### config.mk
export PLATFORM = sky130hd
export DESIGN_NAME = dtcs_isqrt
export DESIGN_NICKNAME = d
export VERILOG_FILES = /design/src/hdl/dtcs_pkg.sv /design/src/hdl/dtcs_isqrt.sv
export SDC_FILE = /design/constraint.sdc
export NUM_CORES = 1
export LEC_CHECK = 0
export BUFFER_PORTS_ARGS = -buffer_cell sky130_fd_sc_hd__buf_2
export CAP_MARGIN = 20
export CORE_AREA = 2 2 84 166
export CTS_CLUSTER_SIZE = 24
export DETAILED_ROUTE_END_ITERATION = 8
export DIE_AREA = 0 0 86 168
export PLACE_DENSITY_LB_ADDON = 0.25
export SETUP_SLACK_MARGIN = 0.3
export SLEW_MARGIN = 30
export SYNTH_ARGS = -nofsm -noshare
export SYNTH_HDL_FRONTEND = slang
export SYNTH_SLANG_ARGS = --single-unit
### constraint.sdc
create_clock -name clock -period 7.9 [get_ports clock]
set_clock_uncertainty 0.2 [all_clocks]
set_input_delay 0.79 -clock clock [delete_from_list [all_inputs] [get_ports clock]]
set_output_delay 0.79 -clock clock [all_outputs]
set_load 0.02 [all_outputs]
### src/hdl/dtcs_pkg.sv
// Shared constants, codes and the switching table of the DTC switching block.
// Used by the root unit, the top level and the testbench; depends on nothing.
`default_nettype none

package dtcs_pkg;

   localparam int SAMPLE_W = 16;
   localparam int ACC_W    = 32;
   localparam int MUL_A_W  = 36;
   localparam int MUL_B_W  = 25;
   localparam int PROD_W   = MUL_A_W + MUL_B_W;
   localparam int ROOT_IN_W  = 36;
   localparam int ROOT_W     = 19;
   localparam int ROOT_STEPS = 19;
   localparam int CSR_IDX_W  = 4;
   localparam int CSR_DATA_W = 24;

   localparam logic [16:0] SIN60_Q16 = 17'd56756;

   // Register indexes of the configuration port.
   localparam logic [CSR_IDX_W-1:0] REG_RESISTANCE = 4'd0;
   localparam logic [CSR_IDX_W-1:0] REG_PERIOD     = 4'd1;
   localparam logic [CSR_IDX_W-1:0] REG_FLUX_CMD   = 4'd2;
   localparam logic [CSR_IDX_W-1:0] REG_TORQUE_CMD = 4'd3;
   localparam logic [CSR_IDX_W-1:0] REG_AMPLITUDE  = 4'd4;
   localparam logic [CSR_IDX_W-1:0] REG_POLE_PAIRS = 4'd5;
   localparam logic [CSR_IDX_W-1:0] REG_BACK_EMF   = 4'd6;
   localparam logic [CSR_IDX_W-1:0] REG_L_DIFF     = 4'd7;

   // Comparator levels.
   localparam logic       FLUX_RAISE = 1'b0;
   localparam logic       FLUX_LOWER = 1'b1;
   localparam logic [1:0] TQ_RAISE   = 2'd0;
   localparam logic [1:0] TQ_HOLD    = 2'd1;
   localparam logic [1:0] TQ_LOWER   = 2'd2;

   // Active voltage vectors by angle; 0 and 7 are the zero vectors.
   localparam logic [2:0] VEC_P0   = 3'd1;
   localparam logic [2:0] VEC_P60  = 3'd2;
   localparam logic [2:0] VEC_P120 = 3'd3;
   localparam logic [2:0] VEC_P180 = 3'd4;
   localparam logic [2:0] VEC_P240 = 3'd5;
   localparam logic [2:0] VEC_P300 = 3'd6;

   localparam logic [2:0] VEC_TABLE [6][6] = '{
      '{3'd2, 3'd3, 3'd4, 3'd5, 3'd6, 3'd1},
      '{3'd7, 3'd0, 3'd7, 3'd0, 3'd7, 3'd0},
      '{3'd6, 3'd1, 3'd2, 3'd3, 3'd4, 3'd5},
      '{3'd3, 3'd4, 3'd5, 3'd6, 3'd1, 3'd2},
      '{3'd0, 3'd7, 3'd0, 3'd7, 3'd0, 3'd7},
      '{3'd5, 3'd6, 3'd1, 3'd2, 3'd3, 3'd4}};

   function automatic logic [2:0] vec_lookup(input logic [2:0] row, input logic [2:0] sec);
      return VEC_TABLE[row][sec];
   endfunction

endpackage

`default_nettype wire

### src/hdl/dtcs_isqrt.sv
// Iterative integer square root, two bits of the radicand per cycle.
// Depends on dtcs_pkg for its widths.
`default_nettype none

module dtcs_isqrt (
   input  wire logic                             clock,
   input  wire logic                             reset,
   input  wire logic                             start,
   input  wire logic [dtcs_pkg::ROOT_IN_W-1:0]   radicand,
   output logic                                  busy,
   output logic      [dtcs_pkg::ROOT_W-1:0]      root
);

   localparam int RW = dtcs_pkg::ROOT_IN_W + 1;

   logic [RW-1:0] rem_ff, rem_in;
   logic [RW-1:0] res_ff, res_in;
   logic [4:0]    step_ff, step_in;
   logic          busy_ff, busy_in;
   logic [RW-1:0] bit_val, trial;

   always_comb begin
      bit_val = RW'(1) << {step_ff, 1'b0};
      trial   = res_ff + bit_val;
      rem_in  = rem_ff;
      res_in  = res_ff;
      step_in = step_ff;
      busy_in = busy_ff;
      if (start) begin
         rem_in  = RW'(radicand);
         res_in  = '0;
         step_in = 5'(dtcs_pkg::ROOT_STEPS - 1);
         busy_in = 1'b1;
      end else if (busy_ff) begin
         if (rem_ff >= trial) begin
            rem_in = rem_ff - trial;
            res_in = (res_ff >> 1) + bit_val;
         end else begin
            res_in = res_ff >> 1;
         end
         step_in = step_ff - 5'd1;
         if (step_ff == 5'd0) begin
            busy_in = 1'b0;
         end
      end
   end

   always_ff @(posedge clock) begin
      if (reset) begin
         busy_ff <= 1'b0;
      end else begin
         busy_ff <= busy_in;
      end
      rem_ff  <= rem_in;
      res_ff  <= res_in;
      step_ff <= step_in;
   end

   assign busy = busy_ff;
   assign root = res_ff[dtcs_pkg::ROOT_W-1:0];

endmodule

`default_nettype wire

## Word-level counts from Yosys, hierarchy flattened

Cells that the tools add are included.

| word-level totals | value |
|---|---|
| logic and storage cells | 23 |
| output and inout port bits | 20 |
| register bits after elaboration | 80 |
| bits of input ports | 39 |

| operators by class | value |
|---|---|
| muxes and demuxes | 7 |
| shift-type cells | 1 |
| reduce and logical (&&, ||, !) cells | 5 |
| order comparisons | 1 |
| add/sub/neg operators | 4 |

Operators with widths:

| cell | count |
|---|---|
| $mux 36 | 3 |
| $add 36x37->37 | 1 |
| $add 37x37->37 | 1 |
| $ge 37x37->1 | 1 |
| $mux 37 | 1 |
| $shl 1x6->37 const A | 1 |
| $sub 37x37->37 | 1 |
| $logic_not 5->1 | 1 |
| $sub 5x1->5 const B | 1 |
| $reduce_and 2->1 | 2 |
| $reduce_bool 2->1 | 2 |
| $mux 1 | 3 |

## Logic depth before layout (Yosys ltp)

Gate-level depths: netlist of run 1.

| depth | value |
|---|---|
| depth after elaboration | 6 |
| depth in mapped cells | 30 |

## Least setup slack after synthesis of run 1

OpenSTA, ideal clock, no wires.

| timing | value |
|---|---|
| path type | reg-to-reg |
| start | register step_ff[0] |
| end | register rem_ff[0] (enable) |
| arrival | 5633 ps |
| setup time | 394 ps |
| setup slack | 1673 ps |
| period minus slack after synthesis | 6227 ps |
| cell stages (with the launch flop) | 27 |
| path through | dfxtp_1 inv_1 ha_1 and2_1 ha_1 ha_1 a21oi_1 nor2b_1 maj3_1 a31oi_1 a21oi_1 a21oi_1 o21ai_1 a21oi_1 nor2b_1 o311ai_0 xor2_1 ha_1 nand4_1 nor3_1 and3_1 a41oi_1 o211ai_1 o21bai_1 clkbuf_1 nand2_1 nand2_1 |

| between the ends | value |
|---|---|
| word-level cells in the longest chain between the ends | 5 |

RTL lines:

| element | line | source |
|---|---|---|
| start, declared | dtcs_isqrt.sv:18 | `logic [4:0] step_ff, step_in;` |
| start signal, assigned | dtcs_isqrt.sv:56 | `step_ff <= step_in;` |
| $shl 1x6->37 | dtcs_isqrt.sv:23 | `bit_val = RW'(1) << {step_ff, 1'b0};` |
| $add 37x37->37 | dtcs_isqrt.sv:24 | `trial = res_ff + bit_val;` |
| $ge 37x37->1 | dtcs_isqrt.sv:35 | `if (rem_ff >= trial) begin` |
| $reduce_bool 2->1 (no line) | - |  |
| $reduce_and 2->1 (no line) | - |  |
| end signal, assigned | dtcs_isqrt.sv:54 | `rem_ff <= rem_in;` |
| end, declared | dtcs_isqrt.sv:16 | `logic [RW-1:0] rem_ff, rem_in;` |

Every way passes these cells.
A chain may end at the register's enable or synchronous reset.

## Worst setup path after layout of run 1

| timing | value |
|---|---|
| start | register step_ff[3] |
| end | register rem_ff[33] (enable) |

Same word-level chain as after synthesis.

==> key figures, run 1 <==
Outcome
  – Status: complete, no violations

Placement
  – Port bufs: 58
  – Placer congestion estimate: 0.9318
  – Hpwl dp: around 16,000 microns
  – Pre-CTS setup slack: 0.8312 ns
  – Dpl cells: 1,128

Hold path
  – HP Start: rem_ff[36]
  – Hold crit path type: reg -> reg

Cells and area
  – Final Instance Count excl. Fillers: 1,144
  – Syn-to-layout area delta: 5.839%
  – Fillers: 1,199
  – Share of layout cells above drive strength 1: 11.93%
  – Diodes inserted: 0
  – Final net count: approximately 1,100

Floorplan
  – Core area: between 10,000 and 15,000 sq um
  – Die area: 14,450 sq um
  – # IOs: a little under 60
  – Die Span Y: ~170 microns
  – Die Wd: 86 microns
  – Rows: 60
  – Initial core utilization: 59.99%

Clock tree
  – TritonCTS Buffers: 9
  – CTS Root Cell: clkbuf_16
  – CTS clk-pin slew, worst paths: 0.07 ns
  – Postcts setup bufs: 0
  – Clk Latency, worst-skew pair: 0.35 ns
  – Hold_buf cts: 0
  – CTS tree: yes
  – Maximum clock path buffer count: 2
  – Clock Sinks: 80
  – CTS resizes: 0
  – H-tree Lvls: 3

Logic synthesis
  – Number of synthesized flops with an enable pin: 36
  – FFs w/ async S/R, synth: 0%
  – Flops & latches, synth: 80
  – Yosys warning total: 0
  – Mapped Area: 7971 sq um
  – Yosys cell types: 84
  – Syn avg cell area: between 8 and 9 sq um
  – Most used DFF post-synth: dfxtp_1
  – Post-synthesis sequential area ratio: about a quarter
  – Cell count after synthesis: 976
  – Synthesized Nets: roughly 1,100

Global routing
  – Largest net degree at the start of global routing: 66
  – GRT Resource Usage Total: ~29%
  – Vias in the first global route: 6,831
  – Grt total ovfl: 0
  – First-pass GRT wire length: roughly 34,000 microns
  – Initial antenna violation count: 0

Critical path
  – CP top delay family: compound AO/OA/AOI/OAI gates
  – Slowest CP cell: dfxtp_1
  – Critical Path Source Type: register
  – RR Startpoint: step_ff[3]
  – WP data arrival: 6.79 ns
  – Critical path class: reg -> reg
  – Critical path data required time: 7.71 ns
  – Crit path buf inv count: 2
  – CP most frequent cell: a21oi_1
  – Worst setup startpoint: step_ff[3]
  – Crit path max fanout: 24
  – Crit. End Element: register
  – Crit path largest cell delay: 0.68 ns

Timing
  – Slew margin rel.: 53.64%
  – Finish-stage setup viols: 0
  – Setup WS post-layout: 0.9262 ns
  – Crit share post-route: 88.28%
  – Worst-margin pin slew: 0.6860 ns
  – WHS: 0.2896 ns
  – Max-slew violations: 0
  – Fin crit period: 6.974 ns
  – Maximum clock rate: 143.4 MHz
  – Final hold vios: 0
  – Total negative slack: 0 ns
  – RSZ-0062 raised after global routing: no

Pwr
  – Overall power: 0.002560 W
  – Worst-case vdd ir drop: about 0.00021 V
  – PD cells: 303.4 nW/um^2
  – Leakage power: ~3.3 nW

Routing
  – DRT Pass-1 Iters: 5
  – # DRC: 0
  – Post-DR vias/cell: 6.322
  – Iter 0 DRT Violations: 445
  – Via count: between 7,000 and 8,000
  – Drt total wl: 20,970 microns
  – Routed Antenna Nets: 0
  – Routed WL per cell: 18.33 microns

Flow run
  – Max_cap viols: 0
[cell usage after synthesis (12+ instances only)]
| library cell | count | area, sq um |
|---|---|---|
| nand2_1 | 109 | 409.1 |
| nor2_1 | 78 | 292.8 |
| ha_1 | 74 | 925.9 |
| o21ai_0 | 66 | 330.3 |
| a21oi_1 | 55 | 275.3 |
| xnor2_1 | 52 | 455.4 |
| dfxtp_1 | 44 | 880.8 |
| xor2_1 | 40 | 350.3 |
| edfxtp_1 | 36 | 1081 |
| clkbuf_1 | 33 | 123.9 |
| inv_1 | 30 | 112.6 |
| a21o_1 | 26 | 195.2 |
| a31oi_1 | 25 | 156.4 |
| buf_4 | 24 | 180.2 |
| a211oi_1 | 22 | 165.2 |
| nor3_1 | 22 | 110.1 |
| nand3_1 | 19 | 95.09 |
| and3_1 | 15 | 93.84 |
| o21bai_1 | 12 | 90.09 |
[where the power goes]
part | leakage, nW | total [W] | switching [W] | internal, W
Sequential | 0.722 | 0.000683 | 0.000103 | 0.000580
Clock | 0.146 | 0.000434 | 0.000181 | 0.000254
Combinational | 2.48 | 0.00144 | 0.000853 | 0.000589
[cells by family after synthesis]
family	share of synthesized area [%]
buffers and inverters	6.074
xor gates and xnor gates	10.11
muxes	1.287
adders and majority gates	12.24
and+or+nand+nor	20.00
DFF	24.61
AOI/OAI and AO/OA	25.68
[area by class of cell]
cell class	instances	area [sq um]	share of cell area, %
flip-flops and latches	80	1963	23.27
clock inverters	5	55.05	0.6525
repair buffers	64	337.8	4.004
well taps	155	193.9	2.299
clock buffers	11	242.7	2.877
inverters	31	116.4	1.379
multi-input cells	798	5528	65.52
[registers in the layout, summed over array words and instances, names as in the netlist]
signal and cells:
busy 1, rem_ff 37, res_ff 37, step_ff 5
[cells in the final DEF (no fill, tap or decap), types with 25 or more instances in the layout]
cell / n
a21oi_1: 55
xor2_1: 40
edfxtp_1: 36
xnor2_1: 52
a21o_1: 26
o21ai_0: 66
dfxtp_1: 43
a31oi_1: 25
nand2_1: 108
ha_1: 74
nor2_1: 78
inv_1: 30
buf_2: 57
[worst min-delay path: stages, from the launching register on]
cell,delay [ns]
dfxtp_1,0.32
nand3_1,0.07
o31ai_1,0.06
[per-layer routing]
layer  vias up  share of wire [%]  GRT usage [%]
met2       179                 52          53.05
met1      3404                 41          33.08
li1       3602                  -              -
met4         0                4.1          12.35
met5         -                  0              0
met3        47                3.4          3.333
[path summary, 6_finish.rpt]
path / end / slack [ns] / cells after the start
max: rem_ff[33] / 0.93 / 26
min: rem_ff[36] / 0.29 / 2
max reg2reg: rem_ff[33] / 0.93 / 26
min reg2reg: rem_ff[36] / 0.29 / 2
[through the flow]
step	area (sq um)	utilization, %
2_1_floorplan	7971	-
3_3_place_gp	8137	61.23
3_5_place_dp	8137	61.23
4_1_cts	8434	63.47
5_1_grt	8437	63.49
6_report	8437	63.49
Power figures use the tool's default switching activity.
==> inputs of run 2 (changes only) <==
- ABC_AREA: unset -> 1
- CORE_AREA: 2 2 84 166 -> 2 2 92 182
- DIE_AREA: 0 0 86 168 -> 0 0 94 184
- RECOVER_POWER: unset -> 25
==> key figures, run 2 <==
Logic synthesis
  – Post-synthesis mux area share: 0% (-1.3 points)
  – Yosys cell types: 57 (-32%)
  – Syn avg cell area: 6.046 sq um (-26%)
  – Most used DFF post-synth: dfxtp_1
  – Mapped Area: 9970 sq um (+25%)
  – XOR/XNOR Fraction of Synth Area: 3.953% (-6.2 points)
  – FFs w/ async S/R, synth: 0% (unchanged)
  – Flops & latches, synth: 80 (unchanged)
  – Cell count after synthesis: 1,649 (+69%)
  – Synthesized Nets: 1,763 (+62%)
  – Yosys top cell area share: 18.49% (+4.9 points)
  – Yosys warning total: 0 (unchanged)
  – Number of synthesized flops with an enable pin: 36 (unchanged)
  – Post-synthesis sequential area ratio: 19.68% (-4.9 points)
  – Count leader, synth: nand2_1
  – Cell taking the most area after synthesis: nand2_1
  – Synth top area cells: nand2_1 18%, edfxtp_1 11%, ha_1 9.3%, dfxtp_1 8.8%, inv_1 8.1%
  – Simple-Gate Fraction of Synth Area: 39.12% (+19 points)
  – Largest family of logic cells by synthesized area: simple AND/OR/NAND/NOR gates
  – Synth Area in Compound Gates: 16.37% (-9.3 points)
  – Adder-Cell Fraction of Synth Area: 9.488% (-2.8 points)
  – Post-synth top cells: 491 x nand2_1, 216 x inv_1, 158 x nor2_1, 148 x nand3_1, 95 x a21oi_1

Critical path
  – Critical Path Source Type: register
  – R2R setup slack: 0.96 ns (+0.03 ns)
  – Worst setup startpoint: step_ff[1]
  – WP data arrival: 6.74 ns (-0.05 ns)
  – Worst setup path endpoint: rem_ff[1]
  – R2R depth: 26 (unchanged)
  – Critical path data required time: 7.71 ns (about the same)
  – Worst R2R End: rem_ff[1]
  – Critical path class: reg -> reg
  – RR Startpoint: step_ff[1]
  – Crit. End Element: register
  – Crit path max fanout: 67 (+180%)

Placement
  – Placer congestion estimate: 1.005 (+7.9%)
  – Port bufs: 58 (unchanged)
  – Pre-CTS setup slack: 1.481 ns (+0.6500 ns)
  – Hpwl dp: 30,180 microns (+92%)

Routing
  – Met2 wire len: 18,910 microns (+74%)
  – Iter 0 DRT Violations: 845 (+90%)
  – Drt total wl: 37,520 microns (+79%)
  – Via count: 11,295 (+56%)
  – DRT Pass-1 Iters: 5 (unchanged)
  – Met3 routed WL: 2293 microns (+220%)
  – Met1 Routed Length: 11,850 microns (+39%)
  – Routed Antenna Nets: 0 (unchanged)
  – # DRC: 0 (unchanged)
  – Routed WL per cell: 19.87 microns (+8.4%)
  – Post-DR vias/cell: 5.983 (-5.4%)
  – Highest routed layer: met4

Timing
  – Crit share post-route: 87.84% (-0.44 points)
  – Maximum clock rate: 144.1 MHz (+0.50%)
  – Final hold vios: 0 (unchanged)
  – Fin crit period: 6.939 ns (-0.03462 ns)
  – Worst-margin pin slew: 1.304 ns (+0.6177 ns)
  – Slew margin rel.: 13.09% (-41 points)
  – RSZ-0062 raised after global routing: no
  – Total negative slack: 0 ns (unchanged)
  – Finish-stage setup viols: 0 (unchanged)
  – Max-slew violations: 0 (unchanged)
  – Setup WS post-layout: 0.9608 ns (+0.03462 ns)

Global routing
  – Grt total ovfl: 0 (unchanged)
  – Vias in the first global route: 11,453 (+68%)
  – Largest net degree at the start of global routing: 68 (+3.0%)
  – First-pass GRT wire length: 57,790 microns (+72%)
  – GRT Resource Usage Total: 44.52% (+16 points)
  – Initial antenna violation count: 1 (+1)

Pwr
  – Worst-case vdd ir drop: 0.0002302 V (+7.7%)
  – Sequential power share: 24.1% (-2.6 points)
  – Gate power share: 59.2% (+2.9 points)
  – Switching pwr: 0.001411 W (+24%)
  – Switching share of power: 50.76% (+6.3 points)
  – Leakage power: 4.718 nW (+41%)
  – Internal power: 0.001369 W (-3.8%)
  – PD cells: 263.9 nW/um^2 (-13%)
  – Overall power: 0.002780 W (+8.6%)
  – Clock Power Share: 16.6% (-0.4 points)

Cells and area
  – Syn-to-layout area delta: 5.661%
  – Final net count: 1,795 (+63%)
  – Share of layout cells above drive strength 1: 7.711% (-4.2 points)
  – Most common cell after layout, fill and taps aside: nand2_1
  – Top Registers: rem_ff (37), res_ff (37), step_ff (5)
  – Most frequent cells in the layout: 492 x nand2_1, 216 x inv_1, 158 x nor2_1

Hold path
  – WHS Path Cells: 2 (unchanged)
  – Hold crit path type: reg -> reg

Clock tree
  – Hold_buf cts: 0 (unchanged)
  – H-tree Lvls: 3 (unchanged)
  – Clk Latency, worst-skew pair: 0.36 ns (about the same)
  – CTS resizes: 0 (unchanged)
  – CTS clk-pin slew, worst paths: 0.07 ns (about the same)
  – Postcts setup bufs: 0 (unchanged)
  – CTS tree: yes
  – CTS Root Cell: clkbuf_16
  – Maximum clock path buffer count: 2 (unchanged)
  – TritonCTS Buffers: 9 (unchanged)
  – Clock Sinks: 80 (unchanged)

Outcome
  – Status: complete, no violations

Floorplan
  – # IOs: 59 (unchanged)
  – Die Span Y: 184 microns (+9.5%)
  – Rows: 65 (+8.3%)
  – Die Wd: 94 microns (+9.3%)
  – Core area: 15,860 sq um (+19%)
  – Die area: 17,300 sq um (+20%)
  – Initial core utilization: 62.86% (+2.9 points)

Flow run
  – Max_cap viols: 0 (unchanged)
## run 2: changes by cell type after synthesis, moves of 14 or more
cell / change
a31oi_1: -14
o21ai_0: +28
nand2_1: +382
nand2_2: +16
clkbuf_1: -24
nor2_1: +80
a21oi_1: +40
nand3_1: +129
a211oi_1: -18
inv_1: +186
xnor2_1: -36
a21o_1: -18
## run 2: layout make-up
cell class	instances	area, sq um
tap	201	251.5
inverter	225	847.1
clock buffer	11	234.0
multi-input combinational	1299	6843
timing repair buffer	66	314.1
sequential	80	1962
fill	1599	5325
clock inverter	5	80.08
antenna	1	2.502
## run 2: layer usage
| layer | GRT usage, % | up-vias |
|---|---|---|
| met3 | 10.05 | 221 |
| li1 | - | 5488 |
| met4 | 44.52 | 0 |
| met5 | 0 | - |
| met2 | 78.51 | 534 |
| met1 | 39.24 | 5052 |
## run 2: per-stage QoR
step           utilization, %  hold WS, ns  std cells  instance area [sq um]
2_1_floorplan               -       0.2517       1649                   9970
3_3_place_gp            64.91       0.2741       1871                  10290
3_5_place_dp            64.91       0.2712       1871                  10290
4_1_cts                 66.89       0.2858       1887                  10610
5_1_grt                 66.42       0.3228       1888                  10530
6_report                66.42       0.2847       1888                  10530
## run 2: kinds of logic (layout without fill, tap and decap cells)
family / count (synthesis) / count (layout)
compound gates: 276 / 276
other cells: 0 / 1
flops: 80 / 80
fa+ha+maj: 75 / 75
buf+inv: 270 / 307
xor+xnor: 45 / 45
simple gates: 903 / 903
## run 2: worst min path at each step
stage	start	endpoint	slack (ns)
global placement	res_ff[0]	res_ff[0]	0.27
CTS	res_ff[0]	res_ff[0]	0.29
global route	res_ff[36]	res_ff[36]	0.32
floorplan	rem_ff[36]	rem_ff[36]	0.25
finish	res_ff[0]	res_ff[0]	0.28
detailed placement	res_ff[0]	res_ff[0]	0.27
## run 2: critical path, stage by stage (launching register included)
cell and delay, ns:
dfxtp_1 0.36, inv_1 0.15, ha_1 0.23, nand2_1 0.12
nor2_1 0.42, ha_1 0.27, ha_1 0.32, nand3_1 0.15
nand2_1 0.29, nand2_1 0.13, a21oi_1 0.40, nand3_2 0.12
a21oi_2 0.25, nand4_1 0.24, nand3_1 0.13, nand2_1 0.10
ha_1 0.41, inv_1 0.14, o21ai_0 0.27, a21oi_1 0.18
a21oi_1 0.18, nor2_1 0.06, nand4_2 0.10, buf_4 0.55
nand2_2 0.19, nand2_1 0.12, buf_4 0.43
## run 2: power groups by stage
stage               registers (W)  clock network [W]  logic [W]
floorplan                0.000633                  0    0.00124
global placement         0.000671                  0    0.00158
detailed placement       0.000674                  0    0.00160
CTS                      0.000665           0.000465    0.00161
global route             0.000681           0.000478    0.00182
finish                   0.000670           0.000463    0.00165
==> inputs of run 3 (changes only) <==
- PLACE_DENSITY: unset -> 0.91
- PLACE_DENSITY_LB_ADDON: 0.25 -> unset
==> key figures, run 3 (synthesis gave the netlist of run 2 again) <==
Placement
  – Placer congestion estimate: 1.144 (+14%)
  – Placed Area: 10,290 sq um (about the same)
  – Port bufs: 58 (unchanged)
  – Hpwl dp: 30,740 microns (+1.8%)

Cells and area
  – Most frequent cells in the layout: 492 x nand2_1, 217 x inv_1, 158 x nor2_1
  – Share of layout cells above drive strength 1: 7.834% (+0.12 points)
  – Syn-to-layout area delta: 5.962%
  – Most common cell after layout, fill and taps aside: nand2_1
  – Final net count: 1,794 (-0.056%)
  – Design area: 10,560 sq um (+0.28%)
  – Top Registers: rem_ff (37), res_ff (37), step_ff (5)

Routing
  – Via count: 11,569 (+2.4%)
  – Iter 0 DRT Violations: 1,020 (+21%)
  – Routed Antenna Nets: 0 (unchanged)
  – # DRC: 0 (unchanged)
  – Post-DR vias/cell: 6.131 (+2.5%)
  – Routed WL per cell: 20.84 microns (+4.9%)
  – DRT Pass-1 Iters: 8 (+3)
  – Drt total wl: 39,320 microns (+4.8%)

Global routing
  – Vias in the first global route: 11,573 (+1.0%)
  – GRT Resource Usage Total: 45.93% (+1.4 points)
  – Largest net degree at the start of global routing: 65 (-4.4%)
  – Grt total ovfl: 0 (unchanged)
  – Initial antenna violation count: 1 (unchanged)
  – First-pass GRT wire length: 59,360 microns (+2.7%)

Outcome
  – Status: finished, violations left
  – Failing checks: max-capacitance violations, max-slew violations

Critical path
  – Crit. End Element: register
  – R2R setup slack: 1.29 ns (+0.33 ns)
  – Critical Path Source Type: register
  – Worst R2R End: res_ff[18]
  – Critical path class: reg -> reg
  – R2R depth: 26 (unchanged)
  – Critical path data required time: 7.92 ns (+0.21 ns)
  – WP data arrival: 6.63 ns (-0.11 ns)
  – RR Startpoint: step_ff[0]
  – Crit path max fanout: 61 (-9.0%)

Timing
  – Max-slew violations: 65 (+65)
  – Slew margin rel.: -103.7% (-120 points)
  – RSZ-0062 raised after global routing: no
  – Total negative slack: 0 ns (unchanged)
  – Crit share post-route: 83.66% (-4.2 points)
  – Final hold vios: 0 (unchanged)
  – Worst-margin pin slew: 3.055 ns (+1.751 ns)
  – Fin crit period: 6.609 ns (-0.3300 ns)
  – Maximum clock rate: 151.3 MHz (+5.0%)
  – Finish-stage setup viols: 0 (unchanged)

Floorplan
  – # IOs: 59 (unchanged)
  – Die Wd: 94 microns (unchanged)
  – Die Span Y: 184 microns (unchanged)
  – Rows: 65 (unchanged)
  – Initial core utilization: 62.86% (unchanged)
  – Die area: 17,300 sq um (unchanged)
  – Core area: 15,860 sq um (unchanged)

Clock tree
  – Hold_buf cts: 0 (unchanged)
  – CTS tree: yes
  – CTS Root Cell: clkbuf_16
  – Clock Sinks: 80 (unchanged)
  – TritonCTS Buffers: 9 (unchanged)
  – Postcts setup bufs: 0 (unchanged)
  – CTS clk-pin slew, worst paths: 0.07 ns (about the same)
  – H-tree Lvls: 3 (unchanged)
  – CTS resizes: 0 (unchanged)
  – Maximum clock path buffer count: 2 (unchanged)
  – Clk Latency, worst-skew pair: 0.36 ns (about the same)

Hold path
  – Hold crit path type: reg -> reg
  – HP Start: res_ff[36]
  – Worst min-delay path endpoint: res_ff[36]
  – WHS Path Cells: 2 (unchanged)

Flow run
  – Max_cap viols: 1 (+1)

Pwr
  – PD cells: 266.5 nW/um^2 (+0.99%)
  – Leakage power: 4.722 nW (about the same)
  – Worst-case vdd ir drop: 0.0002423 V (+5.3%)
## run 3: cell count changes in the layout (fill, tap and decap cells not counted), sizes merged
cell,delta
buf,-1
bufinv,-2
clkbuf,+3
inv,-1
## run 3: through the flow
stage	hold slack, ns	total power [W]	setup WS, ns	cells	utilization (%)
detailed placement	0.2843	0.002298	2.079	1870	64.86
finish	0.2966	0.002816	1.291	1887	66.61
global placement	0.2758	0.002268	2.138	1870	64.86
CTS	0.2935	0.002763	2.024	1886	66.90
global route	0.3322	0.002997	0.9457	1887	66.61
floorplan	0.2517	0.001877	3.005	1649	-
## run 3: final cells by class
cell class	instances	area, sq um
sequential	80	1962
tap	201	251.5
clock inverter	2	16.27
timing repair buffer	65	306.5
antenna	1	2.502
clock buffer	14	307.8
multi-input combinational	1299	6859
inverter	225	858.3
fill	1602	5295
## run 3: worst max path at each step
stage	endpoint	startpoint
detailed placement	res_ff[18]	step_ff[0]
finish	res_ff[18]	step_ff[0]
global placement	res_ff[18]	step_ff[1]
floorplan	rem_ff[0]	step_ff[1]
global route	res_ff[18]	step_ff[1]
CTS	res_ff[18]	step_ff[0]
## run 3: metal layers
layer	share of wire, %	routed length [microns]	vias to the layer above	track usage, %
met1	30	11960	5203	40.87
met4	12	4591	0	43.65
met2	50	19590	633	81.51
met5	0	0	-	0
met3	8.1	3180	263	10.70
li1	-	-	5470	-
## run 3: report_power, final
part / switching, W / leakage (nW) / internal [W]
Sequential: 0.000105 / 0.720 / 0.000568
Combinational: 0.00116 / 3.84 / 0.000523
Clock: 0.000194 / 0.158 / 0.000271
## run 3: worst max-delay path, cell delays in order (launching register included)
cell	delay (ns)
dfxtp_1	0.36
inv_1	0.14
ha_1	0.24
nand2_1	0.13
nor2_1	0.29
ha_1	0.24
ha_1	0.32
nand3_1	0.13
nand2_1	0.31
nand2_1	0.12
a21oi_1	0.49
nand3_2	0.13
a21oi_2	0.26
nand4_1	0.34
nand3_1	0.17
nand2_1	0.10
ha_1	0.36
inv_1	0.08
o21ai_0	0.25
a21oi_1	0.17
a21oi_1	0.19
nor2_1	0.08
nand4_2	0.22
buf_4	0.57
inv_1	0.26
nor2_1	0.16
o22ai_1	0.09
